<file path="config.mk">
export PLATFORM = sky130hd
export DESIGN_NAME = frame_receiver_crc_ack_unit
export DESIGN_NICKNAME = d
export VERILOG_FILES = /design/src/hw/rtl/frx_pkg.sv /design/src/hw/rtl/frx_input_stage.sv /design/src/hw/rtl/frx_parser.sv /design/src/hw/rtl/frx_output_stage.sv /design/src/hw/rtl/frame_receiver_crc_ack_unit.sv
export SDC_FILE = /design/constraint.sdc
export NUM_CORES = 1
export LEC_CHECK = 0
export BUFFER_PORTS_ARGS = -buffer_cell sky130_fd_sc_hd__buf_4
export CORE_ASPECT_RATIO = 0.5
export CORE_MARGIN = 5
export CORE_UTILIZATION = 60
export DETAILED_ROUTE_END_ITERATION = 8
export GPL_TIMING_DRIVEN = 0
export PLACE_DENSITY_LB_ADDON = 0.12
export SYNTH_ARGS = -nofsm -noshare
export SYNTH_HDL_FRONTEND = slang
export SYNTH_SLANG_ARGS = --single-unit
</file>
<file path="constraint.sdc">
create_clock -name clock -period 6.25 [get_ports clock]
set_input_delay 0.3125 -clock clock [delete_from_list [all_inputs] [get_ports clock]]
set_output_delay 0.3125 -clock clock [all_outputs]
set_load 0.03 [all_outputs]
</file>
<file path="src/hw/rtl/frx_pkg.sv">
// ----------------------------------------------------------------------------
// Frame receiver package
// Types, header layout constants, event codes and the CRC-16 byte update
// shared by the frame receiver modules.
// ----------------------------------------------------------------------------
package frx_pkg;

   // Header byte offsets within a frame.
   localparam logic [2:0] HDR_MAGIC   = 3'd0;
   localparam logic [2:0] HDR_FLAGS   = 3'd1;
   localparam logic [2:0] HDR_LEN_HI  = 3'd2;
   localparam logic [2:0] HDR_LEN_LO  = 3'd3;
   localparam logic [2:0] HDR_CRC_HI  = 3'd4;
   localparam logic [2:0] HDR_CRC_LO  = 3'd5;
   localparam logic [2:0] HDR_SEQ_HI  = 3'd6;
   localparam logic [2:0] HDR_SEQ_LO  = 3'd7;

   // Flag bits in the header flags byte.
   localparam int unsigned ACK_FLAG_BIT = 4;
   localparam int unsigned ERR_FLAG_BIT = 5;

   // Reflected CRC-16/ARC polynomial.
   localparam logic [15:0] CRC_POLY = 16'hA001;

   // Error counter saturates at all ones.
   localparam logic [3:0] ERR_COUNT_MAX = 4'hF;

   // Register reset values.
   localparam logic [7:0]  MAGIC_RESET     = 8'hAB;
   localparam logic [15:0] MAX_LEN_RESET   = 16'd248;
   localparam logic [3:0]  ERR_LIMIT_RESET = 4'd3;

   // Configuration register indexes.
   typedef enum logic [1:0] {
      CSR_MAGIC_VALUE = 2'd0,
      CSR_MAX_PAYLOAD = 2'd1,
      CSR_ERROR_LIMIT = 2'd2
   } csr_index_type;

   // Result event codes.
   typedef enum logic [2:0] {
      EV_PAYLOAD    = 3'd0,
      EV_DATA_GOOD  = 3'd1,
      EV_DATA_CRC   = 3'd2,
      EV_ACK_OK     = 3'd3,
      EV_ACK_ERROR  = 3'd4,
      EV_BAD_MAGIC  = 3'd5,
      EV_BAD_LENGTH = 3'd6
   } event_type;

   // One result word.
   typedef struct packed {
      event_type   event_res;
      logic [7:0]  byte_value;
      logic        byte_valid;
      logic        frame_end;
      logic [15:0] seq_num;
      logic [15:0] body_len;
      logic        reset_request;
   } result_type;

   // Handshake between the input stage and the rest of the pipeline.
   typedef struct packed {
      logic fire;     // the held byte is processed this cycle
   } flow_type;

   // CRC-16/ARC update by one byte, bit by bit, LSB first.
   function automatic logic [15:0] crc_byte(input logic [15:0] crc,
                                            input logic [7:0]  data);
      logic [15:0] c;
      c = crc ^ {8'h00, data};
      for (int i = 0; i < 8; i++) begin
         if (c[0]) begin
            c = (c >> 1) ^ CRC_POLY;
         end else begin
            c = c >> 1;
         end
      end
      return c;
   endfunction

endpackage

</file>
<file path="src/hw/rtl/frx_input_stage.sv">
// ----------------------------------------------------------------------------
// Frame receiver input stage
// Holds one received byte and releases it when the result side can advance.
// ----------------------------------------------------------------------------
module frx_input_stage (
   input  logic             clock,
   input  logic             reset,
   input  logic             req_valid,
   output logic             req_stall,
   input  logic [7:0]       req_rx_byte,
   input  logic             advance,
   output frx_pkg::flow_type flow,
   output logic [7:0]       byte_out
);
   import frx_pkg::*;

   logic       in_valid_ff;
   logic       in_valid_in;
   logic [7:0] in_byte_ff;
   logic       accept;
   logic       fire;

   // The held word is consumed whenever the result register can move.
   assign fire      = in_valid_ff & advance;
   assign req_stall = in_valid_ff & ~advance;
   assign accept    = req_valid & ~req_stall;

   always_comb begin
      if (accept) begin
         in_valid_in = 1'b1;
      end else if (fire) begin
         in_valid_in = 1'b0;
      end else begin
         in_valid_in = in_valid_ff;
      end
   end

   always_ff @(posedge clock) begin
      if (reset) begin
         in_valid_ff <= 1'b0;
      end else begin
         in_valid_ff <= in_valid_in;
      end
   end

   // Byte register, loaded on accept only.
   always_ff @(posedge clock) begin
      if (accept) begin
         in_byte_ff <= req_rx_byte;
      end
   end

   assign flow.fire    = fire;
   assign byte_out     = in_byte_ff;

endmodule

</file>
<file path="src/hw/rtl/frx_parser.sv">
// ----------------------------------------------------------------------------
// Frame receiver parser
// Configuration registers, frame state and the per-byte header, payload and
// CRC logic. Produces at most one result for each processed byte.
// ----------------------------------------------------------------------------
module frx_parser (
   input  logic               clock,
   input  logic               reset,
   input  logic               csr_write,
   input  logic [1:0]         csr_index,
   input  logic [15:0]        csr_data,
   input  frx_pkg::flow_type  flow,
   input  logic [7:0]         rx_byte,
   output logic               has_result,
   output frx_pkg::result_type result
);
   import frx_pkg::*;

   // Configuration registers.
   logic [7:0]  magic_ff;
   logic [15:0] max_len_ff;
   logic [3:0]  err_limit_ff;

   // Frame state.
   logic [15:0] pos_ff,        pos_in;
   logic        in_payload_ff, in_payload_in;
   logic [7:0]  flags_ff,      flags_in;
   logic [15:0] len_ff,        len_in;
   logic [15:0] ecrc_ff,       ecrc_in;
   logic [15:0] seq_ff,        seq_in;
   logic [15:0] crc_ff,        crc_in;
   logic [3:0]  err_cnt_ff,    err_cnt_in;

   logic [3:0]  err_cnt_inc;
   logic        err_over;
   logic [15:0] pos_next;
   logic [15:0] crc_next;
   logic [15:0] seq_full;
   logic        is_ack;
   logic        ack_event_err;

   always_ff @(posedge clock) begin
      if (reset) begin
         magic_ff     <= MAGIC_RESET;
         max_len_ff   <= MAX_LEN_RESET;
         err_limit_ff <= ERR_LIMIT_RESET;
      end else if (csr_write) begin
         case (csr_index_type'(csr_index))
            CSR_MAGIC_VALUE: magic_ff     <= csr_data[7:0];
            CSR_MAX_PAYLOAD: max_len_ff   <= csr_data;
            CSR_ERROR_LIMIT: err_limit_ff <= csr_data[3:0];
            default: ;
         endcase
      end
   end

   // Saturating increment of the error count, and its limit check.
   assign err_cnt_inc   = (err_cnt_ff == ERR_COUNT_MAX) ? err_cnt_ff : err_cnt_ff + 4'd1;
   assign err_over      = err_cnt_inc > err_limit_ff;
   assign pos_next      = pos_ff + 16'd1;
   assign crc_next      = crc_byte(crc_ff, rx_byte);
   assign seq_full      = {seq_ff[15:8], rx_byte};
   assign is_ack        = flags_ff[ACK_FLAG_BIT];
   assign ack_event_err = flags_ff[ERR_FLAG_BIT];

   // Per-byte step.
   always_comb begin
      pos_in        = pos_ff;
      in_payload_in = in_payload_ff;
      flags_in      = flags_ff;
      len_in        = len_ff;
      ecrc_in       = ecrc_ff;
      seq_in        = seq_ff;
      crc_in        = crc_ff;
      err_cnt_in    = err_cnt_ff;
      has_result    = 1'b0;
      result        = '0;

      if (!in_payload_ff) begin
         pos_in = pos_next;
         case (pos_ff[2:0])
            HDR_MAGIC: begin
               flags_in = '0;
               len_in   = '0;
               ecrc_in  = '0;
               seq_in   = '0;
               crc_in   = '0;
               if (rx_byte != magic_ff) begin
                  err_cnt_in           = err_cnt_inc;
                  pos_in               = '0;
                  has_result           = 1'b1;
                  result.event_res     = EV_BAD_MAGIC;
                  result.frame_end     = 1'b1;
                  result.reset_request = err_over;
               end
            end
            HDR_FLAGS:  flags_in = rx_byte;
            HDR_LEN_HI: len_in   = {rx_byte, 8'h00};
            HDR_LEN_LO: begin
               len_in = {len_ff[15:8], rx_byte};
               if ({len_ff[15:8], rx_byte} > max_len_ff) begin
                  err_cnt_in            = err_cnt_inc;
                  pos_in                = '0;
                  has_result            = 1'b1;
                  result.event_res      = EV_BAD_LENGTH;
                  result.frame_end      = 1'b1;
                  result.body_len       = {len_ff[15:8], rx_byte};
                  result.reset_request  = err_over;
               end
            end
            HDR_CRC_HI: ecrc_in = {rx_byte, 8'h00};
            HDR_CRC_LO: ecrc_in = {ecrc_ff[15:8], rx_byte};
            HDR_SEQ_HI: seq_in  = {rx_byte, 8'h00};
            HDR_SEQ_LO: begin
               seq_in = seq_full;
               pos_in = '0;
               if (len_ff == 16'd0) begin
                  // Empty payload: the outcome comes with the last header byte.
                  has_result         = 1'b1;
                  result.frame_end   = 1'b1;
                  result.seq_num     = seq_full;
                  if (is_ack) begin
                     result.event_res = ack_event_err ? EV_ACK_ERROR : EV_ACK_OK;
                  end else if (crc_ff != ecrc_ff) begin
                     err_cnt_in           = err_cnt_inc;
                     result.event_res     = EV_DATA_CRC;
                     result.reset_request = err_over;
                  end else begin
                     result.event_res = EV_DATA_GOOD;
                  end
               end else begin
                  in_payload_in = 1'b1;
               end
            end
            default: ;
         endcase
      end else begin
         // Payload byte.
         pos_in                = pos_next;
         result.seq_num        = seq_ff;
         result.body_len       = len_ff;
         if (is_ack) begin
            if (pos_next >= len_ff) begin
               pos_in           = '0;
               in_payload_in    = 1'b0;
               has_result       = 1'b1;
               result.frame_end = 1'b1;
               result.event_res = ack_event_err ? EV_ACK_ERROR : EV_ACK_OK;
            end
         end else begin
            crc_in            = crc_next;
            has_result        = 1'b1;
            result.byte_value = rx_byte;
            result.byte_valid = 1'b1;
            result.event_res  = EV_PAYLOAD;
            if (pos_next >= len_ff) begin
               pos_in           = '0;
               in_payload_in    = 1'b0;
               result.frame_end = 1'b1;
               if (crc_next != ecrc_ff) begin
                  err_cnt_in           = err_cnt_inc;
                  result.event_res     = EV_DATA_CRC;
                  result.reset_request = err_over;
               end else begin
                  result.event_res = EV_DATA_GOOD;
               end
            end
         end
      end
   end

   // Frame state registers, updated when a byte is processed.
   always_ff @(posedge clock) begin
      if (reset) begin
         pos_ff        <= '0;
         in_payload_ff <= 1'b0;
         flags_ff      <= '0;
         len_ff        <= '0;
         ecrc_ff       <= '0;
         seq_ff        <= '0;
         crc_ff        <= '0;
         err_cnt_ff    <= '0;
      end else if (flow.fire) begin
         pos_ff        <= pos_in;
         in_payload_ff <= in_payload_in;
         flags_ff      <= flags_in;
         len_ff        <= len_in;
         ecrc_ff       <= ecrc_in;
         seq_ff        <= seq_in;
         crc_ff        <= crc_in;
         err_cnt_ff    <= err_cnt_in;
      end
   end

endmodule

</file>
<file path="src/hw/rtl/frx_output_stage.sv">
// ----------------------------------------------------------------------------
// Frame receiver output stage
// Result register with valid and stall towards the consumer.
// ----------------------------------------------------------------------------
module frx_output_stage (
   input  logic                clock,
   input  logic                reset,
   input  logic                fire,
   input  logic                has_result,
   input  frx_pkg::result_type result,
   output logic                advance,
   output logic                rsp_valid,
   input  logic                rsp_stall,
   output frx_pkg::result_type rsp_word
);
   import frx_pkg::*;

   logic       rsp_valid_ff;
   logic       rsp_valid_in;
   result_type rsp_word_ff;

   // The register can move when it is empty or its word is being taken.
   assign advance      = ~rsp_valid_ff | ~rsp_stall;
   assign rsp_valid_in = advance ? (fire & has_result) : rsp_valid_ff;

   always_ff @(posedge clock) begin
      if (reset) begin
         rsp_valid_ff <= 1'b0;
      end else begin
         rsp_valid_ff <= rsp_valid_in;
      end
   end

   always_ff @(posedge clock) begin
      if (fire && has_result) begin
         rsp_word_ff <= result;
      end
   end

   assign rsp_valid = rsp_valid_ff;
   assign rsp_word  = rsp_word_ff;

endmodule

</file>
<file path="src/hw/rtl/frame_receiver_crc_ack_unit.sv">
// ----------------------------------------------------------------------------
// Frame receiver with CRC and ack reporting
// Parses framed byte streams, checks magic, length and CRC-16/ARC, passes
// payload bytes through and reports each frame's outcome.
// ----------------------------------------------------------------------------
//   Channel  Direction  Handshake              Word
//   req_     in         req_valid / req_stall  req_rx_byte
//   rsp_     out        rsp_valid / rsp_stall  event, byte, flags, seq, length
//   csr_     in         csr_write              csr_index, csr_data
//
// One byte is taken every cycle while req_stall is low; a byte's result word
// reaches the result ports through the input register and then the result
// register.
// Synchronous active-high reset restores register defaults and frame state.
// A stalled result holds in the result register; the byte behind it waits in
// the input register, so req_stall rises only when both are full.
// ----------------------------------------------------------------------------
module frame_receiver_crc_ack_unit (
   input  logic        clock,
   input  logic        reset,
   input  logic        req_valid,
   output logic        req_stall,
   input  logic [7:0]  req_rx_byte,
   output logic        rsp_valid,
   input  logic        rsp_stall,
   output logic [2:0]  rsp_event_res,
   output logic [7:0]  rsp_byte_value,
   output logic        rsp_byte_valid,
   output logic        rsp_frame_end,
   output logic [15:0] rsp_seq_num,
   output logic [15:0] rsp_body_len,
   output logic        rsp_reset_request,
   input  logic        csr_write,
   input  logic [1:0]  csr_index,
   input  logic [15:0] csr_data
);
   import frx_pkg::*;

   flow_type   flow;
   logic       advance;
   logic [7:0] held_byte;
   logic       has_result;
   result_type result;
   result_type rsp_word;

   frx_input_stage u_input (
      .clock       (clock),
      .reset       (reset),
      .req_valid   (req_valid),
      .req_stall   (req_stall),
      .req_rx_byte (req_rx_byte),
      .advance     (advance),
      .flow        (flow),
      .byte_out    (held_byte)
   );

   frx_parser u_parser (
      .clock      (clock),
      .reset      (reset),
      .csr_write  (csr_write),
      .csr_index  (csr_index),
      .csr_data   (csr_data),
      .flow       (flow),
      .rx_byte    (held_byte),
      .has_result (has_result),
      .result     (result)
   );

   frx_output_stage u_output (
      .clock      (clock),
      .reset      (reset),
      .fire       (flow.fire),
      .has_result (has_result),
      .result     (result),
      .advance    (advance),
      .rsp_valid  (rsp_valid),
      .rsp_stall  (rsp_stall),
      .rsp_word   (rsp_word)
   );

   // Result word onto the ports.
   assign rsp_event_res      = rsp_word.event_res;
   assign rsp_byte_value     = rsp_word.byte_value;
   assign rsp_byte_valid     = rsp_word.byte_valid;
   assign rsp_frame_end      = rsp_word.frame_end;
   assign rsp_seq_num        = rsp_word.seq_num;
   assign rsp_body_len       = rsp_word.body_len;
   assign rsp_reset_request  = rsp_word.reset_request;

endmodule
</file>
# Word level (Yosys, flattened, before mapping)
# Index checks and enable logic that the tools add are counted.
# totals
input_bits	31
out_inout_bits	48
word_cells	170
regBits	175
# classes
n_eq_ne	21
n_reduce_logical	27
n_lt_le_gt_ge	3
add_sub_neg	2
mux	71
bitwise	22
# op_table
op	count
two-way mux 16 bit	17
case mux 16 bit (3 select lines)	4
two-way mux 4 bit	10
two-way mux 17 bit	2
two-way mux 34 bit	1
!= test 16 bit	2
two-way mux 3 bit	8
NOT 2 -> 3 bit	8
two-way mux 1 bit	20
adder 16 x 1 -> 16 bit (second input constant)	1
greater-or-equal comparator 16 bit	1
greater-than comparator 16 bit	1
zero test 16 bit	1
bitwise XOR 16 x 8 -> 16 bit	1
AND reduction 3 bit	5
equality test 3 bit (second input constant)	4
!= test 3 x 1 -> 1 bit (second input constant)	4
case mux 4 bit (3 select lines)	1
case mux 6 bit (2 select lines)	1
AND reduction 4 bit	3
nonzero test 2 bit	6
AND reduction 10 bit	1
case mux 1 bit (3 select lines)	3
case mux 3 bit (3 select lines)	1
20 further kinds	40

# Depth between registers and ports, before layout
# Gate-level depths: netlist (run 1).
# logic_depth
depth_word	22
mapped_depth	16
depth_no_buf	14

# Cells and area by module
# From an unflattened synthesis (run 1), not the netlist that was laid out.
# unflattened
hier_cells	939
hier_area_um2	8673.3
# modules_own_cells
mod	instances	cells_each	area_per_inst_um2	seq_area_each_um2
frx_parser	1	875	6952.9	2302.2
frx_output_stage	1	51	1423.9	1401.3
frx_input_stage	1	13	296.5	260.2

# Least setup slack after synthesis (run 1)
# Ideal clock, no wire load.
# synth_timing
kind	reg2reg
startpoint	register u_parser.pos_ff[2]
endpoint	register u_output.rsp_word_ff (netlist bit u_output.rsp_word[0]) (enable)
path_slack_ps	605
required_ps	5785
synth_period_minus_slack_ps	5645
setup_ps	465
stages_incl_launch_ff	16
arrival_time_ps	5180
path_buffers	1
path_cell_list	dfxtp_1 clkbuf_1 nand3_1 nor2_1 and3_1 and3_1 and3_1 nand3_1 xnor2_1 ha_1 o2111a_1 a221o_1 a31o_2 and2_1 a21oi_1 a21oi_1
# synth_via
elab_chain_cells	6
word_cells_on_any_way	10
cone_classes	add/sub (1); order compare (1); eq/ne (2); mux (4); reduce/logical (2)
# synth_lines
element	line_no	source
from (decl)	frx_parser.sv:25	logic [15:0] pos_ff, pos_in;
from (signal assigned)	frx_parser.sv:184	pos_ff <= pos_in;
adder 16 x 1 -> 16 bit	frx_parser.sv:60	assign pos_next = pos_ff + 16'd1;
greater-or-equal comparator 16 bit	frx_parser.sv:143	if (pos_next >= len_ff) begin
two-way mux 1 bit	frx_parser.sv:143	
two-way mux 1 bit	frx_parser.sv:142	if (is_ack) begin
two-way mux 1 bit *	frx_parser.sv:79	if (!in_payload_ff) begin
logical AND 1 bit *	frx_output_stage.sv:35	if (fire && has_result) begin
to (signal assigned)	frx_output_stage.sv:36	rsp_word_ff <= result;
to (decl)	frx_output_stage.sv:20	result_type rsp_word_ff;
# Mark *: on every way between the ends. The rest lies on a longest branch, timed or not.
# A chain may end at the register's enable or synchronous reset.

# Final worst setup path (run 1)
# layout_timing
startpoint	register u_parser.pos_ff[2]
endpoint	register u_output.rsp_word_ff (netlist bit u_output.rsp_word[14]) (enable)
# The elaborated chain is that of the path after synthesis.

==> results.yml, run 1 <==
floorplanning:
  io_pins: 79
  dieHeight_um: 94.5
  fp.coreArea_sq_um: 13800
  fp-row-count: 30
  start_util_pct: 62.2
  die_width_um: 179
  die-area_sq_um: 16900
clocking:
  root_buffer: "clkbuf_16"
  clk-insertion-delay-late_ns: 0.43
  cts_buffers: 17
  h-tree-depth: 4
  clock_sinks: 171
  holdBufCountCts: 0
  post_cts_buffers: 0
  clk_pin_slew_ns: 0.07
  clockBufferDepth: 2
  tritoncts: "done"
  cts_resized: 0
critical_path:
  start_kind: "flip-flop"
  crit_arrival_ns: 5.16
  rrSetupSlack_ns: 1.26
  cp_max_fo: 32
  cp_common_cell: "and3_1"
  r2r_cells: 16
  crit_path_top_delay_cell: "a21oi_1"
  end_kind: "flip-flop"
  cpPeakStageDelay_ns: 0.47
  path_class: "reg2reg"
  path_cells: "clkbuf_1 > nand3_1 > nor2_1 > and3_1 > and3_1 > and3_1 > nand3_1 > xnor2_1 > ha_1 > o2111a_1 > a221o_1 > a31o_2 > and2_1 > a21oi_1 > a21oi_4 > buf_12"
  cp.required_ns: 6.42
synthesis:
  yosys.area.top_type_share_pct: 27.3
  syn_area_per_cell_sq_um: 9.21
  synthSimpleGateAreaFrac_pct: 18.6
  synthTopCellsByCount: "nand2_1, dfxtp_1, nor2_1"
  synth_mux_area_share_pct: 2.03
  synth_cell_type_count: 64
  yosysMostFrequentCell: "nand2_1"
  ys_ff_latch: 171
  synth_top_flop_cell: "dfxtp_1"
  yosys.area.top_type: "dfxtp_1"
  async_reset_ff_share_pct: 0
  netlist_area_sq_um: 8570
  synthAdderAreaFrac_pct: 6.42
  synth-compound-area-share_pct: 14.2
  seq_area_frac_synth_pct: 46.3
  synth_area_leaders: "dfxtp_1, edfxtp_1, ha_1, nand2_1, xnor2_1"
  synth_warnings: 0
  synth-edff-count: 54
  yosys.area_share.xor_xnor_pct: 8.37
  synth_nets: 1005
  synth_cells: 930
  synth_top_family_by_area: "simple AND/OR/NAND/NOR gates"
route:
  vias: 7291
  remaining_drc_errors: 0
  dr.pass1.iters: 6
  ant_nets: 0
  post_drt_wl_per_cell_um: 18.6
  wirelength_um: 22900
  drt-initial-drc-count: 872
  viasPerCell: 5.91
place:
  place_area_sq_um: 9430
  place.gp.congestion: 0.941
  port_buffers: 78
  hpwl_um: 16400
cells_and_area:
  design_area_sq_um: 10000
  fin_nets: 1103
  diodes: 0
  final_util_pct: 72.9
  syn_to_final_growth_pct: 17.2
  layout-drive-gt1-share_pct: 12.4
global_routing:
  overflow: 0
  grt_max_degree: 33
  grt_usage_pct: 27.8
  grt_pass1_vias: 6970
  grt_pass1_wl_um: 36500
  antenna_found_initial: 0
sta:
  fin_crit_ns: 4.99
  tightest_slew_ns: 1.05
  clock.fmax_mhz: 201
  rsz0062_at_grt: "false"
  slew_violations: 0
  period_share_pct: 79.8
  fin_worst_skew_ns: 0.0132
  maxSlewHeadroom_pct: 29.2
  hold_violations: 0
  setup-violations-final: 0
outcome:
  status: "finished clean"
worst_hold_path:
  hold-path-cell-count: 1
  hold_class: "in2reg"
flow_run:
  maxCapViolCount: 0
power:
  cellPowerDensity_nw_per_um2: 256
  p_leak_nw: 3.90
  worst_ir_drop_vdd_mv: 0.198
[stage by stage]
stage                     TNS [ns]  hold WS [ns]  total power, mW  setup WS (ns)  cells
after global placement      -35.94         0.434             1.48         -0.787   1200
after global routing             0        0.0546             2.65          0.951   1233
final                            0        0.0655             2.57           1.26   1233
after detailed placement         0         0.439             1.48           1.48   1201
after floorplan                  0         0.411             1.38          0.605    930
after CTS                        0        0.0596             2.57           1.36   1233
[worst paths after layout]
kind	start	to
setup / recovery	u_parser.pos_ff[2]	u_output.rsp_word[14]
hold / removal	req_rx_byte[7]	u_input.byte_out[7]
setup reg to reg	u_parser.pos_ff[2]	u_output.rsp_word[14]
hold reg to reg	u_parser.seq_ff[8]	u_parser.seq_ff[8]
[report_power, final]
part,internal [mW],switching [mW]
clock,0.641,0.465
combinational,0.0965,0.177
sequential,1.17,0.0166
total,1.91,0.658
[kinds of logic (layout without fill, tap and decap cells)]
kind of cell	after synthesis	count (layout)
compound gates	189	189
xor+xnor	73	73
fa+ha+maj	44	44
buf+inv	92	203
flops	171	171
mux	17	17
simple gates	344	344
[cell type report]
type | instances | area [sq um]
flip-flops and latches | 171 | 3960
clock buffers | 19 | 433
multi-input cells | 667 | 4270
fillers | 1012 | 3730
repair buffers | 79 | 606
inverters | 47 | 176
clock inverters | 13 | 181
well taps | 192 | 240
plain buffers | 45 | 174
[cell usage in the layout, fill, tap and decap left out, types with 29 or more instances in the layout]
cell      Yosys  layout
nor2_1       84      84
xor2_1       29      29
inv_1        46      46
o21ai_0      35      35
nand3_1      43      43
xnor2_1      37      37
a22oi_1      34      34
a21oi_1      63      62
edfxtp_1     54      54
dfxtp_1     117     117
clkbuf_1     39      41
buf_4         1      79
nand2_1     121     121
ha_1         44      44
[registers in the layout, summed over array words and instances, names as in the netlist, 8 cells and up]
signal / flops
u_parser.len_ff: 16
u_parser.crc_ff: 16
u_parser.max_len_ff: 16
u_input.byte_out: 8
u_parser.pos_ff: 16
u_parser.seq_ff: 16
u_parser.magic_ff: 8
u_output.rsp_word: 46
u_parser.ecrc_ff: 16
[worst max-delay path, delay by kind of cell, from the launching register on]
family          cells  cell delay [ns]
fa+ha+maj           1             0.29
compound gates      5             1.58
buf+inv             2             0.61
simple gates        7             1.68
xor+xnor            1             0.21
flops               1             0.36
[per-layer routing]
layer	share of wire [%]	vias up	GRT usage, %	wire (um)
met5	0	-	0	0
li1	-	3444	-	-
met2	45	343	43.0	10300
met3	8.6	41	5.72	1970
met4	2.1	0	9.96	482
met1	44	3463	38.9	10200
(Power assumes the default switching activity.)
==> inputs of run 2 (changes only) <==
==> constraint.sdc (replaced) <==
create_clock -name clock -period 4.6 [get_ports clock]
set_input_delay 0.23 -clock clock [delete_from_list [all_inputs] [get_ports clock]]
set_output_delay 0.23 -clock clock [all_outputs]
set_load 0.03 [all_outputs]
==> run 2 against run 1 <==
Effect of this change: sequential power rose by 36%; power rose by 33%; combinational power rose by 50%; first-iteration DRC count rose by 2.8%; clock power rose by 26%.
==> results.yml, run 2 (synthesis results as in run 1) <==
global_routing:
  busiest_layer: "met2"
  gr-usage-met1_pct: 38.7
  overflow: 0
  antenna_found_initial: 0
  gr-usage-met2_pct: 44.6
  grt_usage_pct: 28.2
  grt_max_degree: 17
  grt_pass1_wl_um: 36700
  met3_usage_pct: 6.88
  grt_pass1_vias: 6941
place:
  place.gp.congestion: 0.923
  port_buffers: 78
  place_area_sq_um: 9410
  dp.cells: 1200
  pre_cts_ws_ns: -0.496
  hpwl_um: 16000
sta:
  final.setup.worst_slack_ns: 0.161
  tightest_slew_ns: 0.981
  setup-violations-final: 0
  clock.fmax_mhz: 225
  hold_violations: 0
  maxSlewHeadroom_pct: 34.1
  fin_crit_ns: 4.44
  slew_violations: 0
  period_share_pct: 96.5
  fin_worst_skew_ns: 0.0135
route:
  drt-initial-drc-count: 896
  vias: 7421
  post_drt_wl_per_cell_um: 18.8
  viasPerCell: 5.94
  remaining_drc_errors: 0
  dr.pass1.iters: 6
  ant_nets: 0
  wirelength_um: 23500
clocking:
  h-tree-depth: 4
  clk-insertion-delay-late_ns: 0.43
  tritoncts: "done"
  root_buffer: "clkbuf_16"
  cts_buffers: 17
  clock_sinks: 171
  clockBufferDepth: 2
  clk_pin_slew_ns: 0.07
cells_and_area:
  syn_to_final_growth_pct: 19.2
  layout_commonest_cell: "nand2_1"
  fin_nets: 1119
  largest_reg_flops: 46
  design_area_sq_um: 10200
  layout-drive-gt1-share_pct: 13.2
  diodes: 0
  fill_cells: 1000
  final_cell_mix: "nand2_1, dfxtp_1, nor2_1"
  finalNonFillerCells: 1249
critical_path:
  r2r_cells: 16
  cp_max_fo: 12
  end_kind: "flip-flop"
  crit_arrival_ns: 4.62
  path_cells: "ha_1 > nand2_1 > nor3_2 > and3_1 > and3_1 > nand3_1 > xnor2_1 > ha_1 > a21o_1 > a221o_1 > a31o_2 > and2_1 > a21oi_4 > buf_4 > a21oi_4 > buf_12"
  path_class: "reg2reg"
  cp.buffers_inverters: 2
  start_kind: "flip-flop"
  crit_family: "simple AND/OR/NAND/NOR gates"
  r2r-start: "u_parser.pos_ff[0]"
  cpPeakStageDelay_ns: 0.43
  crit_path_top_delay_cell: "dfxtp_1"
  cp.required_ns: 4.78
  worst_r2r_endpoint: "u_output.rsp_word[3]"
  rrSetupSlack_ns: 0.16
floorplanning:
  fp-row-count: 30
  dieHeight_um: 94.5
  die_width_um: 179
  fp.coreArea_sq_um: 13800
  io_pins: 79
  die-area_sq_um: 16900
  start_util_pct: 62.2
outcome:
  status: "finished clean"
power:
  cellPowerDensity_nw_per_um2: 335
  power_mw: 3.42
  seqPwrFrac_pct: 47.3
  worst_ir_drop_vdd_mv: 0.284
  p_int_mw: 2.51
  clkPwrFrac_pct: 40.8
  combPwrFrac_pct: 12.0
  swShare_pct: 26.7
  p_switching_uw: 913
  p_leak_nw: 3.96
worst_hold_path:
  min_from: "req_valid"
  hold-path-cell-count: 3
  hold_class: "in2reg"
  min_to: "u_input.in_valid_ff"
flow_run:
  maxCapViolCount: 0
## run 2: changes by cell type in the layout (fill, tap and decap cells not counted), moves of 2 or more
cell	delta
clkinv_4	+2
bufinv_16	-2
buf_4	+2
a21oi_4	+4
buf_12	+3
dlygate4sd3_1	+8
## run 2: worst register-to-register path: stages (launching register included)
cell     delay (ns)
dfxtp_1        0.43
ha_1           0.37
nand2_1        0.17
nor3_2         0.31
and3_1         0.29
and3_1         0.26
nand3_1        0.11
xnor2_1        0.24
ha_1           0.31
a21o_1         0.17
a221o_1        0.35
a31o_2         0.33
and2_1         0.27
a21oi_4        0.17
buf_4          0.17
a21oi_4        0.06
buf_12         0.19
## run 2: worst max-delay path by stage
stage                             to  cells after the start                from  slack (ns)
2_1_floorplan   u_output.rsp_word[0]                     15  u_parser.pos_ff[2]        0.45
3_5_place_dp   u_output.rsp_word[11]                     14  u_parser.pos_ff[0]       -0.50
4_1_cts        u_output.rsp_word[25]                     16  u_parser.pos_ff[2]       0.001
5_1_grt         u_output.rsp_word[3]                     16  u_parser.pos_ff[0]       -0.03
6_report        u_output.rsp_word[3]                     16  u_parser.pos_ff[0]        0.16
3_3_place_gp   u_output.rsp_word[10]                     15  u_parser.pos_ff[2]       -0.42
## run 2: per-layer routing
metal	vias to the layer above	wire length (um)	share of wire (%)
met3	52	2480	11
met5	-	0	0
met4	0	493	2.1
met1	3527	9970	42
met2	369	10500	45
li1	3473	-	-
## run 2: layout make-up
| class | count | area [sq um] | share of cell area [%] |
|---|---|---|---|
| plain buffers | 45 | 175 | 1.71 |
| clock buffers | 19 | 433 | 4.24 |
| clock inverters | 13 | 136 | 1.33 |
| inverters | 47 | 176 | 1.73 |
| multi-input cells | 670 | 4330 | 42.4 |
| flip-flops and latches | 171 | 3960 | 38.8 |
| well taps | 192 | 240 | 2.35 |
| repair buffers | 92 | 761 | 7.45 |
## run 2: power by group through the flow
stage / Combinational [mW] / Sequential [mW] / Clock [mW]
after floorplan: 0.193 / 1.69 / 0
after CTS: 0.391 / 1.62 / 1.40
after global routing: 0.437 / 1.62 / 1.48
after detailed placement: 0.360 / 1.65 / 0
final: 0.409 / 1.62 / 1.40
after global placement: 0.354 / 1.65 / 0
## run 2: what timing repair did
action | 4_1_cts | 5_1_grt
hold buffers | 8 | 0
gates resized for setup | 6 | 2
pin swaps | 2 | 4
cloned | 3 | 0
hold endpoints to repair | 8 | 0
endpoints found under the setup margin | 46 | 57
setup buffers | 2 | 4
## run 2: through the flow
| step | TNS, ns | utilization [%] | hold slack, ns |
|---|---|---|---|
| 2_1_floorplan | 0 | - | 0.329 |
| 4_1_cts | 0 | 73.7 | 0.0178 |
| 3_5_place_dp | -22.55 | 68.3 | 0.409 |
| 3_3_place_gp | -19.11 | 68.3 | 0.408 |
| 5_1_grt | -0.368 | 74.2 | 0.0169 |
| 6_report | 0 | 74.2 | 0.0203 |
==> inputs of run 3 (changes only) <==
--- a/config.mk
+++ b/config.mk
@@ -6,12 +6,15 @@
 export NUM_CORES = 1
 export LEC_CHECK = 0
 export BUFFER_PORTS_ARGS = -buffer_cell sky130_fd_sc_hd__buf_4
+export CAP_MARGIN = 5
 export CORE_ASPECT_RATIO = 0.5
 export CORE_MARGIN = 5
 export CORE_UTILIZATION = 60
 export DETAILED_ROUTE_END_ITERATION = 8
 export GPL_TIMING_DRIVEN = 0
 export PLACE_DENSITY_LB_ADDON = 0.12
+export SETUP_SLACK_MARGIN = 0.3
+export SLEW_MARGIN = 20
 export SYNTH_ARGS = -nofsm -noshare
 export SYNTH_HDL_FRONTEND = slang
 export SYNTH_SLANG_ARGS = --single-unit
==> run 3 against run 2 <==
Effect of this change: wire length fell by 3.4%; non-clock buffer count rose by 2; power fell by 0.64%; critical path type unchanged; largest cell class unchanged.
==> results.yml, run 3 (synthesis results as in run 1) <==
floorplanning:
  fp.coreArea_sq_um: 13800
  fp-row-count: 30
  die-area_sq_um: 16900
  io_pins: 79
  dieHeight_um: 94.5
  start_util_pct: 62.2
  die_width_um: 179
clocking:
  clk-insertion-delay-late_ns: 0.43
  h-tree-depth: 4
  clk_pin_slew_ns: 0.07
  cts_buffers: 17
  root_buffer: "clkbuf_16"
  clock_sinks: 171
  tritoncts: "done"
  clockBufferDepth: 2
critical_path:
  start_kind: "flip-flop"
  path_cells: "ha_4 > nand2_1 > nor3_4 > and3_1 > and3_1 > nand3_1 > xnor2_2 > ha_1 > a21o_1 > a221o_1 > a31o_2 > and2_1 > a21oi_4 > buf_4 > a21oi_4 > buf_12"
  worst_r2r_endpoint: "u_output.rsp_word[33]"
  crit_path_top_delay_cell: "dfxtp_1"
  end_kind: "flip-flop"
  cp_max_fo: 10
  r2r_cells: 16
  crit_family: "simple AND/OR/NAND/NOR gates"
  cp.buffers_inverters: 2
  r2r-start: "u_parser.pos_ff[1]"
  cp.required_ns: 4.79
  path_class: "reg2reg"
  cpPeakStageDelay_ns: 0.45
  rrSetupSlack_ns: 0.45
  crit_arrival_ns: 4.34
route:
  route.met2.wl_um: 10100
  met3_length_um: 2120
  dr.pass1.iters: 5
  viasPerCell: 5.87
  ant_nets: 0
  top_layer: "met4"
  m1WireLength_um: 10000
  post_drt_wl_per_cell_um: 18.2
  remaining_drc_errors: 0
  vias: 7331
  drt-initial-drc-count: 697
  wirelength_um: 22700
sta:
  clock.fmax_mhz: 241
  fin_crit_ns: 4.15
  hold_violations: 0
  period_share_pct: 90.1
  tns_ns: 0
  setup-violations-final: 0
  tightest_slew_ns: 1.02
  maxSlewHeadroom_pct: 31.2
  rsz0062_at_grt: "false"
  fin_worst_skew_ns: 0.0132
  slew_violations: 0
global_routing:
  grt_usage_pct: 27.4
  overflow: 0
  antenna_found_initial: 0
  grt_max_degree: 28
  grt_pass1_wl_um: 35700
  grt_pass1_vias: 6934
worst_hold_path:
  min_from: "req_valid"
  min_to: "u_input.in_valid_ff"
  hold-path-cell-count: 3
  hold_class: "in2reg"
power:
  p_leak_nw: 3.99
  cellPowerDensity_nw_per_um2: 333
  combPwrFrac_pct: 11.5
  p_int_mw: 2.50
  seqPwrFrac_pct: 47.6
  clkPwrFrac_pct: 40.9
  worst_ir_drop_vdd_mv: 0.267
  p_switching_uw: 898
  swShare_pct: 26.4
cells_and_area:
  largest_reg_flops: 46
  design_area_sq_um: 10200
  layout_commonest_cell: "nand2_1"
  finalNonFillerCells: 1249
  final_cell_mix: "nand2_1, dfxtp_1, buf_4"
  diodes: 0
  syn_to_final_growth_pct: 19.2
  layout-drive-gt1-share_pct: 13.8
  fin_nets: 1119
flow_run:
  maxCapViolCount: 0
place:
  hpwl_um: 16100
  dp.cells: 1201
  port_buffers: 78
  place_area_sq_um: 9430
  place.gp.congestion: 0.923
outcome:
  status: "finished clean"
## run 3: cell types whose count changed in the layout (fill, tap and decap cells not counted), sizes merged
cell      change
clkinvlp      -2
buf           +3
clkinv        +2
a21oi         -2
clkbuf        -2
inv           +1
## run 3: worst max path at each step
| stage | startpoint | endpoint | slack [ns] | depth (start not counted) |
|---|---|---|---|---|
| after floorplan | u_parser.pos_ff[2] | u_output.rsp_word[0] | 0.45 | 15 |
| after global routing | u_parser.pos_ff[2] | u_output.rsp_word[44] | 0.29 | 17 |
| final | u_parser.pos_ff[1] | u_output.rsp_word[33] | 0.45 | 16 |
| after detailed placement | u_parser.pos_ff[0] | u_output.rsp_word[11] | -0.31 | 15 |
| after global placement | u_parser.pos_ff[2] | u_output.rsp_word[10] | -0.42 | 15 |
| after CTS | u_parser.pos_ff[2] | u_output.rsp_word[33] | 0.31 | 15 |
## run 3: cell type report
class / count / area, sq um
buffer: 45 / 175
clock buffer: 18 / 429
clock inverter: 14 / 139
fill: 1004 / 3560
inverter: 47 / 176
multi-input combinational: 668 / 4330
sequential: 171 / 3970
tap: 192 / 240
timing repair buffer: 94 / 758
## run 3: through the flow
step	utilization (%)	hold slack (ns)	worst slack [ns]	power, mW
2_1_floorplan	-	0.329	0.452	1.88
3_3_place_gp	68.3	0.408	-0.422	2.00
3_5_place_dp	68.5	0.409	-0.313	2.01
4_1_cts	73.6	0.0162	0.310	3.39
5_1_grt	74.2	0.0202	0.293	3.52
6_report	74.2	0.0229	0.454	3.40
## run 3: worst min-delay path, stage by stage
cell and delay, ns:
buf_4 0.08, nor2_1 0.03, nor2_1 0.06
## run 3: per-layer routing
layer	vias up	global-route usage, %
li1	3472	-
met3	46	5.12
met2	345	42.8
met4	0	10.7
met5	-	0
met1	3468	38.1
## run 3: timing repair
| item | 4_1_cts | 5_1_grt |
|---|---|---|
| gates cloned | 1 | 0 |
| buffers inserted | 2 | 5 |
| hold buffers | 8 | 0 |
| hold endpoints to repair | 8 | 0 |
| endpoints found under the setup margin | 60 | 58 |
| pin swaps | 1 | 2 |
| gates resized for setup | 7 | 7 |
## run 3: power groups by stage
| stage | Sequential, mW | Clock (mW) | Combinational (mW) |
|---|---|---|---|
| floorplan | 1.69 | 0 | 0.193 |
| global placement | 1.65 | 0 | 0.354 |
| detailed placement | 1.65 | 0 | 0.363 |
| finish | 1.62 | 1.39 | 0.392 |
| CTS | 1.62 | 1.40 | 0.378 |
| global route | 1.62 | 1.48 | 0.422 |
